==> src/rtl/sdi_pkg.sv <==
// ----------------------------------------------------------------------------
// sdi_pkg
// Shared widths, character codes and limits for the decimal string parser.
// ----------------------------------------------------------------------------
package sdi_pkg;

  localparam int CHAR_W  = 8;
  localparam int VALUE_W = 32;
  localparam int DIGIT_W = 4;
  // magnitude * 10 + digit needs four more bits than the magnitude
  localparam int ACC_W   = VALUE_W + 4;

  typedef logic [CHAR_W-1:0]  char_t;
  typedef logic [VALUE_W-1:0] mag_t;
  typedef logic [ACC_W-1:0]   acc_t;

  // Character codes
  localparam char_t CH_NUL   = 8'h00;
  localparam char_t CH_TAB   = 8'h09;
  localparam char_t CH_LF    = 8'h0A;
  localparam char_t CH_VT    = 8'h0B;
  localparam char_t CH_FF    = 8'h0C;
  localparam char_t CH_CR    = 8'h0D;
  localparam char_t CH_SPACE = 8'h20;
  localparam char_t CH_PLUS  = 8'h2B;
  localparam char_t CH_MINUS = 8'h2D;
  localparam char_t CH_ZERO  = 8'h30;
  localparam char_t CH_NINE  = 8'h39;

  // Largest magnitudes for positive and negative results
  localparam acc_t POS_LIMIT = acc_t'(64'd2147483647);
  localparam acc_t NEG_LIMIT = acc_t'(64'd2147483648);

  function automatic logic is_space(input char_t c);
    logic r;
    r = (c == CH_SPACE) || (c == CH_TAB) || (c == CH_LF) ||
        (c == CH_CR) || (c == CH_VT) || (c == CH_FF);
    return r;
  endfunction

  function automatic logic is_digit(input char_t c);
    logic r;
    r = (c inside {[CH_ZERO:CH_NINE]});
    return r;
  endfunction

endpackage

==> src/rtl/sdi_char_if.sv <==
// ----------------------------------------------------------------------------
// sdi_char_if
// Character request channel: one byte per request, valid/ready handshake.
// ----------------------------------------------------------------------------
interface sdi_char_if;

  logic               valid;
  logic               ready;
  sdi_pkg::char_t     char_in;

  modport source (output valid, output char_in, input ready);
  modport sink   (input valid, input char_in, output ready);

endinterface

==> src/rtl/sdi_result_if.sv <==
// ----------------------------------------------------------------------------
// sdi_result_if
// Result request channel: parsed value and error flag, valid/ready handshake.
// ----------------------------------------------------------------------------
interface sdi_result_if;

  logic                              valid;
  logic                              ready;
  logic signed [sdi_pkg::VALUE_W-1:0] value;
  logic                              bad_input;

  modport source (output valid, output value, output bad_input, input ready);
  modport sink   (input valid, input value, input bad_input, output ready);

endinterface

==> src/rtl/strict_decimal_to_int32.sv <==
// ----------------------------------------------------------------------------
// strict_decimal_to_int32
// Streaming decimal string to signed 32-bit integer parser.
// ----------------------------------------------------------------------------
// The block takes one character per cycle, unless the input stalls as
// described below, and returns one result for each zero byte. The zero
// byte passes through the input register, then the parse step writes the
// result register, where the result stays valid until it is taken. Leading
// whitespace and one sign are skipped; any later non-digit, or a magnitude
// beyond the signed 32-bit range, sets bad_input and forces value to 0.
// The input register and the result register decouple the two channels, so
// characters keep flowing while a finished result waits; the input stalls
// only when a zero byte reaches the parse step while the result register
// still holds a result nobody has taken.
module strict_decimal_to_int32 (
  input  logic              clk,
  input  logic              rst_n,
  sdi_char_if.sink          in_ch,
  sdi_result_if.source      out_res
);

  // Input register
  logic                 in_vld_r;
  sdi_pkg::char_t       char_r;

  // Parse state
  logic                 in_body_r,  in_body_nxt;
  logic                 neg_r,      neg_nxt;
  logic                 failed_r,   failed_nxt;
  sdi_pkg::mag_t        mag_r,      mag_nxt;

  // Result register
  logic                 out_vld_r;
  sdi_pkg::mag_t        out_value_r, out_value_nxt;
  logic                 out_bad_r;

  logic                 is_term;
  logic                 advance;
  logic                 in_ready;
  logic                 take;
  logic                 lead;
  logic                 skip_ws;
  logic                 skip_sign;
  logic                 over;
  logic [sdi_pkg::DIGIT_W-1:0] dval;
  sdi_pkg::acc_t        acc;
  sdi_pkg::acc_t        limit;

  // Handshake: the parse step moves when it has a char and, for a
  // terminator, the result register is free or being emptied
  assign is_term  = (char_r == sdi_pkg::CH_NUL);
  assign advance  = in_vld_r && (!is_term || !out_vld_r || out_res.ready);
  assign in_ready = !in_vld_r || advance;
  assign in_ch.ready = in_ready;

  // Input register
  always_ff @(posedge clk) begin
    if (!rst_n) begin
      in_vld_r <= 1'b0;
    end else if (in_ready) begin
      in_vld_r <= in_ch.valid;
    end
  end

  always_ff @(posedge clk) begin
    if (in_ready && in_ch.valid) begin
      char_r <= in_ch.char_in;
    end
  end

  // Times-ten accumulate and range check
  assign dval  = sdi_pkg::DIGIT_W'(char_r - sdi_pkg::CH_ZERO);
  assign acc   = (sdi_pkg::acc_t'(mag_r) << 3) + (sdi_pkg::acc_t'(mag_r) << 1)
               + sdi_pkg::acc_t'(dval);
  assign limit = neg_r ? sdi_pkg::NEG_LIMIT : sdi_pkg::POS_LIMIT;
  assign over  = (acc > limit);

  // Character classification
  assign take      = !failed_r && !is_term;
  assign lead      = take && !in_body_r;
  assign skip_ws   = lead && sdi_pkg::is_space(char_r);
  assign skip_sign = lead && !skip_ws &&
                     ((char_r == sdi_pkg::CH_MINUS) || (char_r == sdi_pkg::CH_PLUS));

  // Next parse state
  always_comb begin
    in_body_nxt = in_body_r;
    neg_nxt     = neg_r;
    failed_nxt  = failed_r;
    mag_nxt     = mag_r;
    if (is_term) begin
      in_body_nxt = 1'b0;
      neg_nxt     = 1'b0;
      failed_nxt  = 1'b0;
      mag_nxt     = '0;
    end else if (take) begin
      if (!skip_ws) begin
        in_body_nxt = 1'b1;
      end
      if (skip_sign) begin
        neg_nxt = (char_r == sdi_pkg::CH_MINUS);
      end else if (!skip_ws) begin
        if (!sdi_pkg::is_digit(char_r) || over) begin
          failed_nxt = 1'b1;
        end else begin
          mag_nxt = acc[sdi_pkg::VALUE_W-1:0];
        end
      end
    end
  end

  always_ff @(posedge clk) begin
    if (!rst_n) begin
      in_body_r <= 1'b0;
      neg_r     <= 1'b0;
      failed_r  <= 1'b0;
      mag_r     <= '0;
    end else if (advance) begin
      in_body_r <= in_body_nxt;
      neg_r     <= neg_nxt;
      failed_r  <= failed_nxt;
      mag_r     <= mag_nxt;
    end
  end

  // Result value: the magnitude, negated in two's complement after a minus sign, 0 on error
  always_comb begin
    if (failed_r) begin
      out_value_nxt = '0;
    end else if (neg_r) begin
      out_value_nxt = '0 - mag_r;
    end else begin
      out_value_nxt = mag_r;
    end
  end

  // Result register
  always_ff @(posedge clk) begin
    if (!rst_n) begin
      out_vld_r <= 1'b0;
    end else if (advance && is_term) begin
      out_vld_r <= 1'b1;
    end else if (out_res.ready) begin
      out_vld_r <= 1'b0;
    end
  end

  always_ff @(posedge clk) begin
    if (advance && is_term) begin
      out_value_r <= out_value_nxt;
      out_bad_r   <= failed_r;
    end
  end

  assign out_res.valid     = out_vld_r;
  assign out_res.value     = $signed(out_value_r);
  assign out_res.bad_input = out_bad_r;

  // Assertions
  a_term_clears: assert property (@(posedge clk) disable iff (!rst_n)
    (advance && is_term) |=> (!in_body_r && !neg_r && !failed_r && (mag_r == '0)))
    else $error("state not cleared after terminator");

  a_bad_zero: assert property (@(posedge clk) disable iff (!rst_n)
    (out_vld_r && out_bad_r) |-> (out_value_r == '0))
    else $error("error result carries nonzero value");

  a_failed_holds: assert property (@(posedge clk) disable iff (!rst_n)
    (failed_r && !(advance && is_term)) |=> (failed_r && $stable(mag_r)))
    else $error("state changed after error");

  a_stall_cause: assert property (@(posedge clk) disable iff (!rst_n)
    !in_ready |-> (in_vld_r && is_term && out_vld_r && !out_res.ready))
    else $error("input stalled without a blocked terminator");

  a_mag_range: assert property (@(posedge clk) disable iff (!rst_n)
    (!neg_r && in_body_r) |-> !mag_r[sdi_pkg::VALUE_W-1])
    else $error("positive magnitude past range");

endmodule
==> src/flat_wrapper.sv <==
// flat-port wrapper written by rule: the top's interface ports become plain ports
module strict_decimal_to_int32_flat 
  (clk, rst_n, in_ch_valid, in_ch_char_in, in_ch_ready, out_res_valid, out_res_value, out_res_bad_input, out_res_ready);
  sdi_char_if in_ch_i ();
  sdi_result_if out_res_i ();
  input  logic clk;
  input  logic rst_n;
  input wire logic [$bits(in_ch_i.valid)-1:0] in_ch_valid;
  input wire logic [$bits(in_ch_i.char_in)-1:0] in_ch_char_in;
  output wire logic [$bits(in_ch_i.ready)-1:0] in_ch_ready;
  output wire logic [$bits(out_res_i.valid)-1:0] out_res_valid;
  output wire logic [$bits(out_res_i.value)-1:0] out_res_value;
  output wire logic [$bits(out_res_i.bad_input)-1:0] out_res_bad_input;
  input wire logic [$bits(out_res_i.ready)-1:0] out_res_ready;
  assign in_ch_i.valid = in_ch_valid;
  assign in_ch_i.char_in = in_ch_char_in;
  assign in_ch_ready = in_ch_i.ready;
  assign out_res_valid = out_res_i.valid;
  assign out_res_value = out_res_i.value;
  assign out_res_bad_input = out_res_i.bad_input;
  assign out_res_i.ready = out_res_ready;
  strict_decimal_to_int32 u_core (.clk(clk), .rst_n(rst_n), .in_ch(in_ch_i), .out_res(out_res_i));
endmodule
==> config.mk <==
export PLATFORM = sky130hd
export DESIGN_NAME = strict_decimal_to_int32_flat
export DESIGN_NICKNAME = d
export VERILOG_FILES = /design/src/rtl/sdi_pkg.sv /design/src/rtl/sdi_char_if.sv /design/src/rtl/sdi_result_if.sv /design/src/rtl/strict_decimal_to_int32.sv /design/src/flat_wrapper.sv
export SDC_FILE = /design/constraint.sdc
export NUM_CORES = 1
export LEC_CHECK = 0
export BUFFER_PORTS_ARGS = -buffer_cell sky130_fd_sc_hd__buf_2
export CAP_MARGIN = 25
export CORE_MARGIN = 5
export CORE_UTILIZATION = 56
export DETAILED_ROUTE_END_ITERATION = 10
export PLACE_DENSITY = 0.84
export SLEW_MARGIN = 20
export SYNTH_ARGS = -nofsm -noshare
export SYNTH_HDL_FRONTEND = slang
export SYNTH_SLANG_ARGS = --single-unit
==> constraint.sdc <==
create_clock -name clk -period 5.16 [get_ports clk]
set_input_delay 1.032 -clock clk [delete_from_list [all_inputs] [get_ports clk]]
set_output_delay 1.032 -clock clk [all_outputs]
set_load 0.01 [all_outputs]
* After elaboration in Yosys (flattened, before gate mapping) *
Index checks and enable logic that the tools add are counted.

cells by class
  $add $sub $neg = 4
  order comparisons = 3
  equality and inequality tests = 11
  mux-type cells = 20
  reductions and logical operators = 35

operator list
  operator               count
  $mux 32                7
  $eq 8x4->1 const B     5
  $add 35x33->36         1
  $add 36x4->36          1
  $gt 36x36->1           1
  $sub 1x32->32 const A  1
  $eq 8x6->1 const B     3
  $mux 1                 13
  $logic_or 1x1->1       10
  $reduce_and 5->1       2
  $logic_and 1x1->1      9
  $ge 8x6->1 const B     1
  $le 8x6->1 const B     1
  $logic_not 8->1        1
  $reduce_bool 2->1      4
  $logic_not 1->1        7
  $ne 2x1->1 const B     3
  $reduce_and 3->1       2
  $sub 4x1->4 const B    1

word-level totals
  register bits = 78
  output and inout port bits = 35
  logic and storage cells = 82

* Longest topological paths before layout *
  depth in word-level cells = 13
  gate-level depth with buffers = 21
  gate-level depth less buffers = 20

* Worst setup path after synthesis *
Ideal clock, no wire load.

  path kind = flip-flop to flip-flop
  from = register u_core.mag_r[2]
  to = register u_core.mag_r[25]
  arrival time = 4.917 ns
  required time = 5.037 ns
  path slack = 0.120 ns
  stages on the path, launching flop included = 21
  path buffers = 1
  period minus slack after synthesis = 5.040 ns
  path through = dfxtp_1 -> fa_1 -> ha_1 -> a211oi_1 -> o211ai_1 -> a31oi_1 -> o31a_1 -> o21bai_1 -> a211oi_1 -> xnor2_1 -> ha_1 -> a21oi_1 -> o21ai_0 -> a211o_1 -> a2111oi_0 -> a21oi_1 -> a2111o_1 -> nor4_4 -> clkbuf_1 -> nand3b_1 -> a21boi_0

between the ends
  longest elaborated chain between the ends = 7
  elaborated cells on any way between the ends = 11
  those cells by class = add/sub: 2; order compare: 1; eq/ne: 1; mux: 5; reduce/logical: 2

ends and longest elaborated chain
  what                                                  line                            source
  from (decl)                                           strict_decimal_to_int32.sv:30   sdi_pkg::mag_t mag_r, mag_nxt;
  from (signal assigned)                                strict_decimal_to_int32.sv:122  mag_r <= mag_nxt;
  $add 35x33->36 *                                      strict_decimal_to_int32.sv:73   assign acc = (sdi_pkg::acc_t'(mag_r) << 3) + (sdi_pkg::acc_t'(mag_r) << 1)
  $add 36x4->36 *                                       strict_decimal_to_int32.sv:74   + sdi_pkg::acc_t'(dval);
  branches (longest 5 deep; another with $gt 36x36->1)  n/a

Every way passes the cells marked *. The select of a mux whose other input is x is not followed.
A chain may end at the register's enable or synchronous reset.

* Worst setup path in the final report *
  from = register u_core.char_r[3]
  to = register u_core.mag_r[18]

between the ends
  longest elaborated chain between the ends = 12
  elaborated cells on any way between the ends = 43
  those cells by class = add/sub: 2; order compare: 3; eq/ne: 11; mux: 5; reduce/logical: 22

ends and longest elaborated chain
  what                                                    line                           source
  from (decl)                                             strict_decimal_to_int32.sv:24  sdi_pkg::char_t char_r;
  from (signal assigned)                                  strict_decimal_to_int32.sv:67  char_r <= in_ch.char_in;
  branches (longest 12 deep; another with $add 36x4->36)  n/a

Parallel ways; which one is timed is not known. The select of a mux whose other input is x is not followed.

==> results.txt <==
status = complete, no violations
Synth Area in Compound Gates = 0.213
Tcrit/Tclk final = 0.992
CTS tree = built
Fin Clk Skew = 0.00755 ns
initial core utilization = 0.574
hpwl dp = 12500 µm
FF/Latch Area = 1980 µm²
width of the die = 119 µm
CP Class = reg -> reg
Least-Margin Pin Slew = 0.894 ns
clock sinks = 78
Skew-Pair Late Insertion Delay = 0.35 ns
largest net degree at the start of global routing = 42
most frequent cells in the layout = ha_1, nand2_1, nor2_1
final WL = 18100 µm
largest family of logic cells by synthesized area = compound AO/OA/AOI/OAI gates
largest cells by area after synthesis = edfxtp_1, ha_1, dfxtp_1
max-slew violations = 0
vias in the first global route = 6024
share of layout cells above drive strength 1 = 0.189
Final Hold Viols = 0
synthesized cell area = 6610 µm²
Core ar. = 11500 µm²
Die Y = 119 µm
top cell type's share of synthesized area = 0.186
CTS Buf Count = 9
final setup violating endpoints = 0
YS warnings = 0
Diodes inserted = 0
die area = 14100 µm²
Tmin final = 5.12 ns
Total GRT Usage = 0.245
multiplexer area fraction after synthesis = 0.00473
Post-synth EDFFs = 41
vias = 6155
num rows = 39
hold crit path type = reg -> reg
drt initial violations = 507
Worst setup EP type = register
Port Buf Inserts = 46
Worst Path Arrival = 5.39 ns
routed length per instance = 18.7 µm
Syn Inst Count = 741
DR DRC count = 0
setup TNS = 0 ns
maximum clock rate = 195 MHz
global route overflow = 0
Layout Nets = 930
Worst slew margin = 0.396
Synth Flop Type = edfxtp_1
hold_buf cts = 0
Synth Area in Simple Gates = 0.198
Tot Pwr = 0.00140 W
most common cell after layout, fill and taps aside = ha_1
syn_area_per_cell = 8.92 µm²
drt pass-1 iters = 5
# fillers = 878
global-route wire length before repair = 28500 µm
Peak supply drop = 0.120 mV
CTS root buffer = clkbuf_16
Synth Area in Adders = 0.188
drt via density = 6.36
syn nets = 851
Startpoint Class = register
area delta synth->final = 19.5%
Synth cell types = 62
initial antenna violation count = 0
leakage power = 3.70 nW
Worst-path clk slew = 0.06 ns
routability cong. = 0.927
Seq cells post-synth = 78
power density over cell area = 177 nW/µm²
ys async rst share = 0
post-route ant nets = 0
CTS max path bufs = 2
Seq/Total Area, Yosys = 0.298
data required time of the worst path = 5.43 ns
crit-path max FO = 8
H-tree Lvls = 3
Synth Area in XOR/XNOR = 0.0742
area of the multi-input gates = 4690 µm²
I/O pin cnt = 47
cell taking the most area after synthesis = edfxtp_1
max_cap viols = 0
-- path summary, 6_finish.rpt --
check,start,endpoint,slack [ns],depth (start not counted)
hold / removal,u_core.out_res.valid,u_core.out_res.valid,0.53,2
setup / recovery,u_core.char_r[3],u_core.mag_r[18],0.04,23
setup reg to reg,u_core.char_r[3],u_core.mag_r[18],0.04,23
hold reg to reg,u_core.out_res.valid,u_core.out_res.valid,0.53,2
-- logic make-up after synthesis --
family / Yosys count
AOI/OAI and AO/OA: 210
adders and majority gates: 98
muxes: 3
buffers and inverters: 40
DFF: 78
xor gates and xnor gates: 56
and+or+nand+nor: 256
-- what timing repair did --
item / in CTS / in global routing
cloned: 2 / 2
endpoints found under the setup margin: 33 / 33
gates resized for setup: 36 / 40
setup buffers: 8 / 8
pin swaps: 17 / 27
-- Yosys cell counts (3+ instances only) --
library cell and n:
a211oi_1 5, a21boi_0 23, a21boi_1 12, a21o_1 11, a21oi_1 53, a221o_1 4, a31oi_1 5, and2_1 5
and3_1 5, buf_2 6, clkbuf_1 21, dfxtp_1 37, edfxtp_1 41, ha_1 96, inv_1 12, nand2_1 84
nand2b_1 7, nand3_1 10, nand3b_1 29, nand4_1 12, nor2_1 61, nor2b_1 6, nor3_1 9, nor4_1 3
o211ai_1 7, o21a_1 6, o21ai_0 40, o21ai_1 3, o21bai_1 8, o31ai_1 8, o41ai_1 3, or3_1 10
or4_1 6, or4_4 4, xnor2_1 22, xor2_1 34
-- report_power, final --
group / switching [W] / internal (W)
logic: 0.0000312 / 0.0000268
registers: 0.00000825 / 0.000656
clock network: 0.000250 / 0.000423
-- final cells by class --
| class | instances | share of cell area |
|---|---|---|
| Multi-Input combinational cell | 623 | 0.594 |
| Inverter | 12 | 0.00570 |
| Clock inverter | 4 | 0.00919 |
| Sequential cell | 78 | 0.250 |
| Timing Repair Buffer | 96 | 0.0879 |
| Clock buffer | 12 | 0.0299 |
| Tap cell | 143 | 0.0227 |
-- metrics by stage --
stage	area, µm²	setup slack, ns	hold slack (ns)	cells	util
6_report	7900	0.0399	0.533	968	0.686
5_1_grt	7900	-0.0819	0.556	968	0.686
4_1_cts	7610	-0.162	0.539	958	0.661
3_5_place_dp	7130	-0.361	0.528	932	0.619
3_3_place_gp	7130	-0.221	0.508	932	0.619
2_1_floorplan	6610	0.120	0.406	741	-
-- per-layer routing --
layer,global-route usage,share of wire,wire [µm]
met4,0.111,0.028,502
met5,0,0,0
met2,0.414,0.48,8640
met1,0.297,0.42,7620
met3,0.0578,0.074,1350
-- worst max-delay path: stages (launching register included) --
cell	delay, ns
edfxtp_1	0.43
fa_1	0.48
buf_4	0.16
fa_2	0.35
a21o_1	0.22
a31o_4	0.24
nand4_1	0.12
a21oi_1	0.12
o21bai_1	0.27
mux2i_1	0.27
a311oi_2	0.10
ha_2	0.23
a21oi_2	0.13
o21ai_2	0.08
a211o_1	0.32
buf_4	0.16
o221ai_4	0.14
a21oi_2	0.06
a2111o_1	0.35
nor4_4	0.16
buf_6	0.22
buf_12	0.15
nand2_1	0.06
a21boi_0	0.19
Power figures use the tool's default switching activity.
